`src/hw/rtl/two_queue_page_replacement_unit_macros.svh`:
```
// Assertion macros shared by the page replacement unit.
`ifndef TWO_QUEUE_PAGE_REPLACEMENT_UNIT_MACROS_SVH
`define TWO_QUEUE_PAGE_REPLACEMENT_UNIT_MACROS_SVH

// Same-cycle implication checked on every clock edge outside reset.
`define TQPR_CHECK(label, ante, cons) \
   label: assert property (@(posedge clock) disable iff (reset) (ante) |-> (cons)) \
      else $error("page replacement check failed");

// Next-cycle implication checked on every clock edge outside reset.
`define TQPR_CHECK_NEXT(label, ante, cons) \
   label: assert property (@(posedge clock) disable iff (reset) (ante) |=> (cons)) \
      else $error("page replacement check failed");

`endif

```
`src/hw/rtl/tqpr_pkg.sv`:
```
// Shared types, codes and defaults of the page replacement unit.
package tqpr_pkg;

   localparam int MainEntriesDefault = 16;
   localparam int FifoEntriesDefault = 16;
   localparam int PageBitsDefault    = 31;
   localparam int RspDepth           = 4;
   localparam int CmdDepth           = 2;

   localparam int CFG_WIDTH = 5;

   // Register indexes of the configuration port.
   localparam logic [1:0] CSR_MAIN_CAPACITY      = 2'd0;
   localparam logic [1:0] CSR_PROBATION_CAPACITY = 2'd1;
   localparam logic [1:0] CSR_BYPASS             = 2'd2;

   // Request modes.
   localparam logic [1:0] OP_READ  = 2'd0;
   localparam logic [1:0] OP_WRITE = 2'd1;
   localparam logic [1:0] OP_FLUSH = 2'd2;
   localparam logic [1:0] OP_NONE  = 2'd3;

   // Result kinds.
   localparam logic [1:0] KIND_FETCH      = 2'd0;
   localparam logic [1:0] KIND_WRITE_BACK = 2'd1;
   localparam logic [1:0] KIND_WRITE_THRU = 2'd2;
   localparam logic [1:0] KIND_STATUS     = 2'd3;

   // Status outcomes.
   localparam logic [2:0] OUT_MAIN_HIT = 3'd0;
   localparam logic [2:0] OUT_PROMOTED = 3'd1;
   localparam logic [2:0] OUT_IN_FIFO  = 3'd2;
   localparam logic [2:0] OUT_BYPASSED = 3'd3;
   localparam logic [2:0] OUT_FLUSHED  = 3'd4;

   typedef struct packed {
      logic [CFG_WIDTH-1:0] main_capacity;
      logic [CFG_WIDTH-1:0] probation_capacity;
      logic                 bypass;
   } cfg_type;

   typedef struct packed {
      logic [8:0] main_cnt;
      logic [8:0] fifo_cnt;
      logic       flush_done;
   } stat_type;

endpackage

```
`src/hw/rtl/tqpr_front.sv`:
```
// Request intake: accepts transactions, drops unused modes, queues commands.
module tqpr_front #(
   parameter int PAGE_BITS = tqpr_pkg::PageBitsDefault
) (
   input  logic                 clock,
   input  logic                 reset,
   input  logic                 req_push,
   output logic                 req_full,
   input  logic [1:0]           req_mode,
   input  logic [PAGE_BITS-1:0] req_page_number,
   output logic                 cmd_valid,
   output logic [1:0]           cmd_op,
   output logic [PAGE_BITS-1:0] cmd_page,
   input  logic                 cmd_pop
);
   import tqpr_pkg::*;

   logic [1:0]           op_ff   [CmdDepth];
   logic [PAGE_BITS-1:0] page_ff [CmdDepth];
   logic                 wr_ff, wr_in, rd_ff, rd_in;
   logic [1:0]           cnt_ff, cnt_in;
   logic                 take, keep;

   assign req_full  = (cnt_ff == 2'(CmdDepth));
   assign take      = req_push && !req_full;
   // Unused mode is accepted but produces no command.
   assign keep      = take && (req_mode != OP_NONE);
   assign cmd_valid = (cnt_ff != 2'd0);
   assign cmd_op    = op_ff[rd_ff];
   assign cmd_page  = page_ff[rd_ff];

   // Pointer and occupancy update.
   always_comb begin
      wr_in  = keep ? ~wr_ff : wr_ff;
      rd_in  = (cmd_pop && cmd_valid) ? ~rd_ff : rd_ff;
      cnt_in = cnt_ff + 2'(keep) - 2'(cmd_pop && cmd_valid);
   end

   always_ff @(posedge clock) begin
      if (reset) begin
         wr_ff  <= 1'b0;
         rd_ff  <= 1'b0;
         cnt_ff <= 2'd0;
      end else begin
         wr_ff  <= wr_in;
         rd_ff  <= rd_in;
         cnt_ff <= cnt_in;
      end
   end

   // Command storage.
   always_ff @(posedge clock) begin
      if (keep) begin
         op_ff[wr_ff]   <= req_mode;
         page_ff[wr_ff] <= req_page_number;
      end
   end

endmodule

```
`src/hw/rtl/tqpr_back.sv`:
```
// Policy sequencer holding the LRU main store and the first-seen queue.
module tqpr_back #(
   parameter int MAIN_ENTRIES = tqpr_pkg::MainEntriesDefault,
   parameter int FIFO_ENTRIES = tqpr_pkg::FifoEntriesDefault,
   parameter int PAGE_BITS    = tqpr_pkg::PageBitsDefault
) (
   input  logic                 clock,
   input  logic                 reset,
   input  tqpr_pkg::cfg_type    cfg,
   input  logic                 cmd_valid,
   input  logic [1:0]           cmd_op,
   input  logic [PAGE_BITS-1:0] cmd_page,
   output logic                 cmd_pop,
   input  logic                 out_full,
   output logic                 out_push,
   output logic [1:0]           out_kind,
   output logic [PAGE_BITS-1:0] out_page,
   output logic [2:0]           out_outcome,
   output logic                 out_last,
   output tqpr_pkg::stat_type   stat
);
   import tqpr_pkg::*;

   localparam int MIW = (MAIN_ENTRIES > 1) ? $clog2(MAIN_ENTRIES) : 1;
   localparam int MCW = $clog2(MAIN_ENTRIES + 1);
   localparam int FIW = (FIFO_ENTRIES > 1) ? $clog2(FIFO_ENTRIES) : 1;
   localparam int FCW = $clog2(FIFO_ENTRIES + 1);

   localparam logic [2:0] S_IDLE  = 3'd0;
   localparam logic [2:0] S_LOOK  = 3'd1;
   localparam logic [2:0] S_ACT   = 3'd2;
   localparam logic [2:0] S_FIFO  = 3'd3;
   localparam logic [2:0] S_PROMO = 3'd4;
   localparam logic [2:0] S_WT    = 3'd5;
   localparam logic [2:0] S_STAT  = 3'd6;
   localparam logic [2:0] S_FLUSH = 3'd7;

   // Both stores are ordered lists: position 0 is most recent or newest.
   logic [PAGE_BITS-1:0] mtag_ff [MAIN_ENTRIES];
   logic [PAGE_BITS-1:0] mtag_in [MAIN_ENTRIES];
   logic                 mdirty_ff [MAIN_ENTRIES];
   logic                 mdirty_in [MAIN_ENTRIES];
   logic [MCW-1:0]       mcnt_ff, mcnt_in;
   logic [PAGE_BITS-1:0] ftag_ff [FIFO_ENTRIES];
   logic [PAGE_BITS-1:0] ftag_in [FIFO_ENTRIES];
   logic [FCW-1:0]       fcnt_ff, fcnt_in;

   logic [2:0]           state_ff, state_in;
   logic [1:0]           op_ff, op_in;
   logic [PAGE_BITS-1:0] page_ff, page_in;
   logic                 mhit_ff, mhit_in, fhit_ff, fhit_in, mfull_ff, mfull_in;
   logic [MIW-1:0]       midx_ff, midx_in, ptr_ff, ptr_in;
   logic [FIW-1:0]       fidx_ff, fidx_in;
   logic [2:0]           outcome_ff, outcome_in;

   logic                 wr, ffull, lookup_mhit, lookup_fhit;
   logic [MIW-1:0]       lookup_midx;
   logic [FIW-1:0]       lookup_fidx;
   logic [MCW-1:0]       lru_w;

   assign wr    = (op_ff == OP_WRITE);
   assign lru_w = mcnt_ff - MCW'(1);

   // Fullness against the capacity register, clamped to the store depth.
   always_comb begin
      ffull = ((fcnt_ff != FCW'(0)) && (32'(fcnt_ff) >= 32'(cfg.probation_capacity)))
              || (32'(fcnt_ff) == 32'(FIFO_ENTRIES));
   end

   // Tag lookup over both stores; the lowest matching position wins.
   always_comb begin
      lookup_mhit = 1'b0;
      lookup_midx = '0;
      for (int i = MAIN_ENTRIES - 1; i >= 0; i--) begin
         if ((32'(i) < 32'(mcnt_ff)) && (mtag_ff[i] == page_ff)) begin
            lookup_mhit = 1'b1;
            lookup_midx = MIW'(i);
         end
      end
      lookup_fhit = 1'b0;
      lookup_fidx = '0;
      for (int i = FIFO_ENTRIES - 1; i >= 0; i--) begin
         if ((32'(i) < 32'(fcnt_ff)) && (ftag_ff[i] == page_ff)) begin
            lookup_fhit = 1'b1;
            lookup_fidx = FIW'(i);
         end
      end
   end

   // Sequencer: one result at most per cycle, held while the result queue is full.
   always_comb begin
      state_in   = state_ff;
      op_in      = op_ff;
      page_in    = page_ff;
      mhit_in    = mhit_ff;
      fhit_in    = fhit_ff;
      midx_in    = midx_ff;
      fidx_in    = fidx_ff;
      ptr_in     = ptr_ff;
      outcome_in = outcome_ff;
      mcnt_in    = mcnt_ff;
      fcnt_in    = fcnt_ff;
      mtag_in    = mtag_ff;
      mdirty_in  = mdirty_ff;
      ftag_in    = ftag_ff;
      mfull_in   = mfull_ff;
      cmd_pop    = 1'b0;
      out_push   = 1'b0;
      out_kind   = KIND_STATUS;
      out_page   = page_ff;
      out_outcome = 3'd0;
      out_last   = 1'b0;
      case (state_ff)
         S_IDLE: begin
            if (cmd_valid) begin
               cmd_pop  = 1'b1;
               op_in    = cmd_op;
               page_in  = cmd_page;
               state_in = S_LOOK;
            end
         end
         S_LOOK: begin
            mhit_in  = lookup_mhit;
            midx_in  = lookup_midx;
            fhit_in  = lookup_fhit;
            fidx_in  = lookup_fidx;
            mfull_in = ((mcnt_ff != MCW'(0)) &&
                        (32'(mcnt_ff) >= 32'(cfg.main_capacity)))
                       || (32'(mcnt_ff) == 32'(MAIN_ENTRIES));
            if (op_ff == OP_FLUSH) begin
               outcome_in = OUT_FLUSHED;
               page_in    = '0;
               if (mcnt_ff == MCW'(0)) begin
                  state_in = S_STAT;
               end else begin
                  ptr_in   = lru_w[MIW-1:0];
                  state_in = S_FLUSH;
               end
            end else begin
               state_in = S_ACT;
            end
         end
         default: begin
            if (!out_full) begin
               case (state_ff)
                  S_ACT: begin
                     if (wr && cfg.bypass) begin
                        out_push   = 1'b1;
                        out_kind   = KIND_WRITE_THRU;
                        outcome_in = OUT_BYPASSED;
                        state_in   = S_STAT;
                     end else if (mhit_ff) begin
                        // Move the hit entry to the front.
                        for (int i = 1; i < MAIN_ENTRIES; i++) begin
                           if (i <= int'(midx_ff)) begin
                              mtag_in[i]   = mtag_ff[i-1];
                              mdirty_in[i] = mdirty_ff[i-1];
                           end
                        end
                        mtag_in[0]   = mtag_ff[midx_ff];
                        mdirty_in[0] = mdirty_ff[midx_ff] | wr;
                        outcome_in   = OUT_MAIN_HIT;
                        state_in     = S_STAT;
                     end else if (!wr) begin
                        out_push = 1'b1;
                        out_kind = KIND_FETCH;
                        if (cfg.bypass) begin
                           outcome_in = OUT_BYPASSED;
                           state_in   = S_STAT;
                        end else begin
                           state_in = S_FIFO;
                        end
                     end else begin
                        state_in = S_FIFO;
                     end
                  end
                  S_FIFO: begin
                     if (fhit_ff) begin
                        if (mfull_ff) begin
                           // Evict the least recent page.
                           if (mdirty_ff[lru_w[MIW-1:0]]) begin
                              out_push = 1'b1;
                              out_kind = KIND_WRITE_BACK;
                              out_page = mtag_ff[lru_w[MIW-1:0]];
                           end
                           mcnt_in = lru_w;
                        end
                        state_in = S_PROMO;
                     end else begin
                        // Enter the first-seen queue, dropping the oldest when full.
                        for (int i = 1; i < FIFO_ENTRIES; i++) begin
                           ftag_in[i] = ftag_ff[i-1];
                        end
                        ftag_in[0] = page_ff;
                        if (!ffull) begin
                           fcnt_in = fcnt_ff + FCW'(1);
                        end
                        outcome_in = OUT_IN_FIFO;
                        state_in   = wr ? S_WT : S_STAT;
                     end
                  end
                  S_PROMO: begin
                     for (int i = 0; i < FIFO_ENTRIES - 1; i++) begin
                        if (i >= int'(fidx_ff)) begin
                           ftag_in[i] = ftag_ff[i+1];
                        end
                     end
                     fcnt_in = fcnt_ff - FCW'(1);
                     for (int i = 1; i < MAIN_ENTRIES; i++) begin
                        mtag_in[i]   = mtag_ff[i-1];
                        mdirty_in[i] = mdirty_ff[i-1];
                     end
                     mtag_in[0]   = page_ff;
                     mdirty_in[0] = wr;
                     mcnt_in      = mcnt_ff + MCW'(1);
                     outcome_in   = OUT_PROMOTED;
                     state_in     = S_STAT;
                  end
                  S_WT: begin
                     out_push = 1'b1;
                     out_kind = KIND_WRITE_THRU;
                     state_in = S_STAT;
                  end
                  S_FLUSH: begin
                     // Walk from least to most recent, writing back dirty pages.
                     if (mdirty_ff[ptr_ff]) begin
                        out_push = 1'b1;
                        out_kind = KIND_WRITE_BACK;
                        out_page = mtag_ff[ptr_ff];
                     end
                     if (ptr_ff == MIW'(0)) begin
                        mcnt_in  = '0;
                        state_in = S_STAT;
                     end else begin
                        ptr_in = ptr_ff - MIW'(1);
                     end
                  end
                  S_STAT: begin
                     out_push    = 1'b1;
                     out_kind    = KIND_STATUS;
                     out_outcome = outcome_ff;
                     out_last    = 1'b1;
                     state_in    = S_IDLE;
                  end
                  default: begin
                     state_in = S_IDLE;
                  end
               endcase
            end
         end
      endcase
   end

   // Control registers.
   always_ff @(posedge clock) begin
      if (reset) begin
         state_ff <= S_IDLE;
         mcnt_ff  <= '0;
         fcnt_ff  <= '0;
      end else begin
         state_ff <= state_in;
         mcnt_ff  <= mcnt_in;
         fcnt_ff  <= fcnt_in;
      end
   end

   // Payload and store registers.
   always_ff @(posedge clock) begin
      op_ff      <= op_in;
      page_ff    <= page_in;
      mhit_ff    <= mhit_in;
      fhit_ff    <= fhit_in;
      midx_ff    <= midx_in;
      fidx_ff    <= fidx_in;
      ptr_ff     <= ptr_in;
      mfull_ff   <= mfull_in;
      outcome_ff <= outcome_in;
      mtag_ff    <= mtag_in;
      mdirty_ff  <= mdirty_in;
      ftag_ff    <= ftag_in;
   end

   assign stat.main_cnt   = 9'(mcnt_ff);
   assign stat.fifo_cnt   = 9'(fcnt_ff);
   assign stat.flush_done = out_push && out_last && (out_outcome == OUT_FLUSHED);

endmodule

```
`src/hw/rtl/tqpr_rsp_fifo.sv`:
```
// Result queue between the sequencer and the result ports.
module tqpr_rsp_fifo #(
   parameter int PAGE_BITS = tqpr_pkg::PageBitsDefault
) (
   input  logic                 clock,
   input  logic                 reset,
   input  logic                 in_push,
   output logic                 in_full,
   input  logic [1:0]           in_kind,
   input  logic [PAGE_BITS-1:0] in_page,
   input  logic [2:0]           in_outcome,
   input  logic                 in_last,
   output logic                 rsp_empty,
   input  logic                 rsp_pop,
   output logic [1:0]           rsp_kind,
   output logic [PAGE_BITS-1:0] rsp_target_page,
   output logic [2:0]           rsp_outcome,
   output logic                 rsp_last
);
   import tqpr_pkg::*;

   localparam int DW = PAGE_BITS + 6;
   localparam int AW = $clog2(RspDepth);

   logic [DW-1:0] data_ff [RspDepth];
   logic [AW-1:0] wr_ff, wr_in, rd_ff, rd_in;
   logic [AW:0]   cnt_ff, cnt_in;
   logic          wen, ren;

   assign in_full   = (cnt_ff == (AW+1)'(RspDepth));
   assign rsp_empty = (cnt_ff == '0);
   assign wen       = in_push && !in_full;
   assign ren       = rsp_pop && !rsp_empty;
   assign {rsp_kind, rsp_target_page, rsp_outcome, rsp_last} = data_ff[rd_ff];

   // Pointer and occupancy update.
   always_comb begin
      wr_in  = wen ? wr_ff + AW'(1) : wr_ff;
      rd_in  = ren ? rd_ff + AW'(1) : rd_ff;
      cnt_in = cnt_ff + (AW+1)'(wen) - (AW+1)'(ren);
   end

   always_ff @(posedge clock) begin
      if (reset) begin
         wr_ff  <= '0;
         rd_ff  <= '0;
         cnt_ff <= '0;
      end else begin
         wr_ff  <= wr_in;
         rd_ff  <= rd_in;
         cnt_ff <= cnt_in;
      end
   end

   // Result storage.
   always_ff @(posedge clock) begin
      if (wen) begin
         data_ff[wr_ff] <= {in_kind, in_page, in_outcome, in_last};
      end
   end

endmodule

```
`src/hw/rtl/two_queue_page_replacement_unit.sv`:
```
// Top level of the two-queue page replacement unit.
// A request transaction goes through a two-entry command queue into a policy sequencer,
// which takes the command, does the tag lookup over both stores, then runs two to four
// policy steps (access action, first-seen queue step, promotion or write through, status),
// each giving at most one result transaction. A flush walks the main store, one step per
// page, from least to most recent, and ends with its status. Results wait in a four-entry
// queue; the sequencer holds while that queue is full. Unused mode 3 is accepted and yields
// nothing.
module two_queue_page_replacement_unit #(
   parameter int MAIN_ENTRIES = tqpr_pkg::MainEntriesDefault,
   parameter int FIFO_ENTRIES = tqpr_pkg::FifoEntriesDefault,
   parameter int PAGE_BITS    = tqpr_pkg::PageBitsDefault
) (
   input  logic                           clock,
   input  logic                           reset,
   input  logic                           req_push,
   output logic                           req_full,
   input  logic [1:0]                     req_mode,
   input  logic [PAGE_BITS-1:0]           req_page_number,
   output logic                           rsp_empty,
   input  logic                           rsp_pop,
   output logic [1:0]                     rsp_kind,
   output logic [PAGE_BITS-1:0]           rsp_target_page,
   output logic [2:0]                     rsp_outcome,
   output logic                           rsp_last,
   input  logic                           csr_write_enable,
   input  logic [1:0]                     csr_index,
   input  logic [tqpr_pkg::CFG_WIDTH-1:0] csr_wdata
);
   import tqpr_pkg::*;

   `include "two_queue_page_replacement_unit_macros.svh"

   cfg_type              cfg_ff, cfg_in;
   stat_type             stat;
   logic                 cmd_valid, cmd_pop, out_full, out_push, out_last;
   logic [1:0]           cmd_op, out_kind;
   logic [PAGE_BITS-1:0] cmd_page, out_page;
   logic [2:0]           out_outcome;

   // Configuration registers.
   always_comb begin
      cfg_in = cfg_ff;
      if (csr_write_enable) begin
         case (csr_index)
            CSR_MAIN_CAPACITY:      cfg_in.main_capacity      = csr_wdata;
            CSR_PROBATION_CAPACITY: cfg_in.probation_capacity = csr_wdata;
            CSR_BYPASS:             cfg_in.bypass             = csr_wdata[0];
            default:                cfg_in = cfg_ff;
         endcase
      end
   end

   always_ff @(posedge clock) begin
      if (reset) begin
         cfg_ff.main_capacity      <= CFG_WIDTH'(16);
         cfg_ff.probation_capacity <= CFG_WIDTH'(8);
         cfg_ff.bypass             <= 1'b0;
      end else begin
         cfg_ff <= cfg_in;
      end
   end

   tqpr_front #(.PAGE_BITS(PAGE_BITS)) u_front (
      .clock(clock), .reset(reset),
      .req_push(req_push), .req_full(req_full),
      .req_mode(req_mode), .req_page_number(req_page_number),
      .cmd_valid(cmd_valid), .cmd_op(cmd_op), .cmd_page(cmd_page), .cmd_pop(cmd_pop)
   );

   tqpr_back #(
      .MAIN_ENTRIES(MAIN_ENTRIES), .FIFO_ENTRIES(FIFO_ENTRIES), .PAGE_BITS(PAGE_BITS)
   ) u_back (
      .clock(clock), .reset(reset), .cfg(cfg_ff),
      .cmd_valid(cmd_valid), .cmd_op(cmd_op), .cmd_page(cmd_page), .cmd_pop(cmd_pop),
      .out_full(out_full), .out_push(out_push), .out_kind(out_kind), .out_page(out_page),
      .out_outcome(out_outcome), .out_last(out_last), .stat(stat)
   );

   tqpr_rsp_fifo #(.PAGE_BITS(PAGE_BITS)) u_rsp (
      .clock(clock), .reset(reset),
      .in_push(out_push), .in_full(out_full), .in_kind(out_kind), .in_page(out_page),
      .in_outcome(out_outcome), .in_last(out_last),
      .rsp_empty(rsp_empty), .rsp_pop(rsp_pop), .rsp_kind(rsp_kind),
      .rsp_target_page(rsp_target_page), .rsp_outcome(rsp_outcome), .rsp_last(rsp_last)
   );

   // Occupancy stays within the stores, and a flush leaves the main store empty.
   `TQPR_CHECK(main_cnt_bound, 1'b1, stat.main_cnt <= 9'(MAIN_ENTRIES))
   `TQPR_CHECK(fifo_cnt_bound, 1'b1, stat.fifo_cnt <= 9'(FIFO_ENTRIES))
   `TQPR_CHECK_NEXT(flush_empties_main, stat.flush_done, stat.main_cnt == 9'd0)

endmodule
```
`config.mk`:
```
export PLATFORM = sky130hd
export DESIGN_NAME = two_queue_page_replacement_unit
export DESIGN_NICKNAME = d
export VERILOG_FILES = /design/src/hw/rtl/tqpr_pkg.sv /design/src/hw/rtl/tqpr_front.sv /design/src/hw/rtl/tqpr_back.sv /design/src/hw/rtl/tqpr_rsp_fifo.sv /design/src/hw/rtl/two_queue_page_replacement_unit.sv
export VERILOG_INCLUDE_DIRS = /design/src /design/src/hw/rtl
export SDC_FILE = /design/constraint.sdc
export NUM_CORES = 2
export LEC_CHECK = 0
export BUFFER_PORTS_ARGS = -buffer_cell sky130_fd_sc_hd__buf_2
export CAP_MARGIN = 20
export CORE_MARGIN = 10
export CORE_UTILIZATION = 40
export CTS_BUF_LIST = sky130_fd_sc_hd__clkbuf_4 sky130_fd_sc_hd__clkbuf_8
export DETAILED_ROUTE_END_ITERATION = 10
export GPL_ROUTABILITY_DRIVEN = 0
export PLACE_DENSITY = 0.54
export RECOVER_POWER = 100
export SLEW_MARGIN = 20
export SYNTH_ARGS = -nofsm -noshare
export SYNTH_HDL_FRONTEND = slang
export SYNTH_SLANG_ARGS = --single-unit
```
`constraint.sdc`:
```
create_clock -name clock -period 9.4 [get_ports clock]
set_clock_uncertainty 0.15 [all_clocks]
set_input_delay 1.88 -clock clock [delete_from_list [all_inputs] [get_ports clock]]
set_output_delay 1.88 -clock clock [all_outputs]
set_load 0.03 [all_outputs]
```
==> metrics <==
Final Core Density=44.5%; via/cell ratio=6.24; fin worst setup slack=2250 ps; Rows=157; Peak VDD IR=0.223 mV; Clk pwr share=18.4%; I/O pin count=84; Fmax=140 MHz; die width=449 um; area of the core=183000 um^2; Post-Syn Area=73700 um^2; relative slew slack=-183%; Gate Count Post-Synth=5843; Seq/Total Area, Yosys=52.9%; ys flop type=edfxtp_1; H-tree depth=4; flop-to-flop setup slack=2250 ps; Max Slew Vio Count=938; Sequential Power Share=37.8%; syn_nets=5915; PD cells=378 nW/um^2; reg2reg end=u_back.mtag_ff[157]; hold crit path type=register to register; area grow syn2layout=10.4%; initial core utilization=40.3%; Arrival @ worst endpoint=7450 ps; crit path capture type=register; Leakage=26.3 nW; post-synthesis cell type count=61; via count=53100; Critical Path Fanout Max=29; DR iter-0 viols=7281; setup TNS=0 ps; worst-margin pin slew=4250 ps; status=finished, violations left; pin count of the biggest net entering global routing=245; endpoints failing hold=0; vias in the first global route=52000; Sink Count=1311; fillers=17100; Comb pwr share=43.9%; CP max stage cell=clkbuf_1; WHS Path Cells=0; CP required=9700 ps; clk_lat worst skew=980 ps; Max stage delay on crit path=2700 ps; syn_area_per_cell=12.6 um^2; Post-Route WL=286000 um; crit path kind=register to register; clk root buf=clkbuf_8; hold buffer count at CTS=0; share of layout cells above drive strength 1=18.0%; EDFF count, synth=1273; Int Pwr=17.1 mW; worst r2r src=u_back.state_ff[2]; critical path depth=9; switching pwr=13.7 mW; Antenna Nets Post-Route=0; DRC Markers=0; crit-path leading delay family=buffers and inverters; PortBufs=83; Resize count post-CTS=0; global route overflow=0; post-synthesis async set-or-reset flop share=0%; pre-CTS setup slack=4330 ps; first-pass GRT wire length=403000 um; CTS tree=built; setup bufs post-CTS=0; failing checks=max-capacitance violations, max-slew violations; Pre-antenna DRT Iters=5; MaxCap Viol Count=29; Setup crit end=u_back.mtag_ff[157]; Final nets=5922; RSZ-0062 raised after global routing=no; Yosys reg bits=1311; Switching Share=44.5%; total CTS buffers=228; WP buf/inv=3; Tcrit/Tclk final=76.0%; Clk pin slew, worst setup/hold paths=60 ps; die area=202000 um^2; Tmin final=7150 ps; cell count of the worst reg-to-reg path=9; CTS max path bufs=3; storage element area=39000 um^2; crit path from=u_back.state_ff[2]; hpwl dp=190000 um; initial antenna violation count=7; area of the multi-input gates=32800 um^2; die height=449 um; Synth warnings=0; crit-path cells=inv_1 > nor2_1 > a21oi_1 > or3_1 > or2_0 > inv_1 > nand2_1 > a21oi_1 > clkbuf_1; drt wl/cell=33.6 um; endpoints failing setup=0; crit path launch type=register; Total GRT Usage=27.4%
[power groups by stage]
stage                     clock (mW)  sequential (mW)  combinational, mW
after CTS                       5.72             11.4               13.2
final                           5.65             11.6               13.5
after global routing            5.99             11.7               14.0
after floorplan                    0             10.5               8.33
after global placement             0             11.5               13.1
after detailed placement           0             11.5               13.2
[layout make-up]
cell class	instances	area share, %
Clock inverter	121	1.27
Sequential cell	1311	47.9
Inverter	35	0.171
Clock buffer	303	4.61
Multi-Input combinational cell	4032	40.3
Tap cell	2464	3.79
Timing Repair Buffer	242	1.93
Antenna cell	4	0.0123
[cell usage after synthesis (3+ instances only)]
cell | instances | area [um^2]
a2111oi_0 | 7 | 61.3
a211oi_1 | 9 | 67.6
a21o_1 | 7 | 52.6
a21oi_1 | 51 | 255
a22o_1 | 62 | 543
a311oi_1 | 6 | 52.6
a31oi_1 | 9 | 56.3
a41oi_1 | 7 | 61.3
and2_1 | 11 | 68.8
buf_1 | 33 | 124
buf_2 | 149 | 746
buf_4 | 7 | 52.6
buf_6 | 14 | 158
clkbuf_1 | 262 | 983
dfxtp_1 | 38 | 761
edfxtp_1 | 1273 | 38200
ha_1 | 26 | 325
inv_1 | 32 | 120
inv_2 | 3 | 11.3
mux2_2 | 64 | 721
mux2i_1 | 104 | 1040
mux4_2 | 454 | 10200
nand2_1 | 1004 | 3770
nand2b_1 | 12 | 75.1
nand3_1 | 21 | 105
nand3b_1 | 3 | 22.5
nand4_1 | 142 | 888
nor2_1 | 209 | 785
nor2b_1 | 14 | 87.6
nor3_1 | 40 | 200
nor3b_1 | 7 | 52.6
nor4_1 | 155 | 970
o21ai_0 | 524 | 2620
o21ai_1 | 3 | 15.0
o21bai_1 | 3 | 22.5
o22ai_1 | 32 | 200
o31ai_1 | 3 | 22.5
or2_2 | 5 | 31.3
or3_1 | 3 | 18.8
xnor2_1 | 418 | 3660
xor2_1 | 592 | 5180
[registers in the layout, summed over array words and instances, names as in the netlist, 5 cells and up, named ones only]
register / count
cfg_ff: 11
u_back.fcnt_ff: 5
u_back.ftag_ff: 496
u_back.mcnt_ff: 5
u_back.mdirty_ff: 16
u_back.mtag_ff: 496
u_back.page_ff: 31
u_front.page_ff: 62
u_rsp.data_ff: 148
[per-stage QoR]
step | instance area, um^2 | power [mW] | hold WS [ps] | std cells
4_1_cts | 81600 | 30.4 | 329 | 8504
2_1_floorplan | 73700 | 18.8 | 307 | 5843
5_1_grt | 81400 | 31.7 | 358 | 8510
6_report | 81400 | 30.7 | 351 | 8512
3_5_place_dp | 76800 | 24.7 | 330 | 8080
3_3_place_gp | 76700 | 24.6 | 338 | 8077
[layout by cell type (no fill, tap or decap), types with 6 or more instances in the layout]
cell type and instances:
clkinvlp_4 7, mux4_2 454, nand3_1 20, xor2_1 592, nor2_1 204, a21oi_1 43, mux2i_1 104, buf_4 126
mux2_2 64, nor3_1 39, nand2_1 1003, o21ai_0 523, a41oi_1 6, clkbuf_8 236, dfxtp_1 36, nor3b_1 6
a311oi_1 6, o22ai_1 32, bufinv_16 18, xnor2_1 416, edfxtp_1 1273, a22o_1 62, nor4_1 155, inv_1 30
clkbuf_4 67, nand2b_1 12, nor2b_1 12, a21o_1 7, clkbuf_1 86, a2111oi_0 7, clkinv_1 58, buf_2 20
nand4_1 142, a211oi_1 9, clkinv_2 35, ha_1 25, a21oi_4 8
[worst min-delay path by stage]
stage	slack (ps)	end	startpoint
after CTS	330	u_back.mdirty_ff[12]	u_back.mdirty_ff[13]
after detailed placement	330	u_back.mdirty_ff[8]	u_back.mdirty_ff[9]
after global placement	340	u_back.mdirty_ff[8]	u_back.mdirty_ff[9]
after global routing	360	u_back.ftag_ff[28]	u_back.ftag_ff[59]
after floorplan	310	u_back.mdirty_ff[0]	u_back.mdirty_ff[1]
final	350	u_back.mdirty_ff[0]	u_back.mdirty_ff[1]
[layer usage]
| metal | up-vias | routed length, um | GRT usage, % |
|---|---|---|---|
| met2 | 3378 | 132000 | 42.9 |
| met4 | 2 | 15300 | 12.9 |
| met3 | 712 | 30300 | 7.64 |
| met1 | 27200 | 108000 | 35.2 |
| li1 | 21800 | - | - |
| met5 | - | 17 | 0 |
[cells by family (layout without fill, tap and decap cells)]
logic type                 count (synthesis)  in the layout  synth area share [%]
AOI/OAI and AO/OA                        739            739                  5.67
buffers and inverters                    500            701                  2.98
and+or+nand+nor                         1634           1634                  9.70
other                                      0              4                     0
DFF                                     1311           1311                  52.9
muxes                                    622            622                  16.3
adders and majority gates                 27             27                 0.469
xor gates and xnor gates                1010           1010                  12.0
Note: power is estimated with default switching activity, not from simulation.
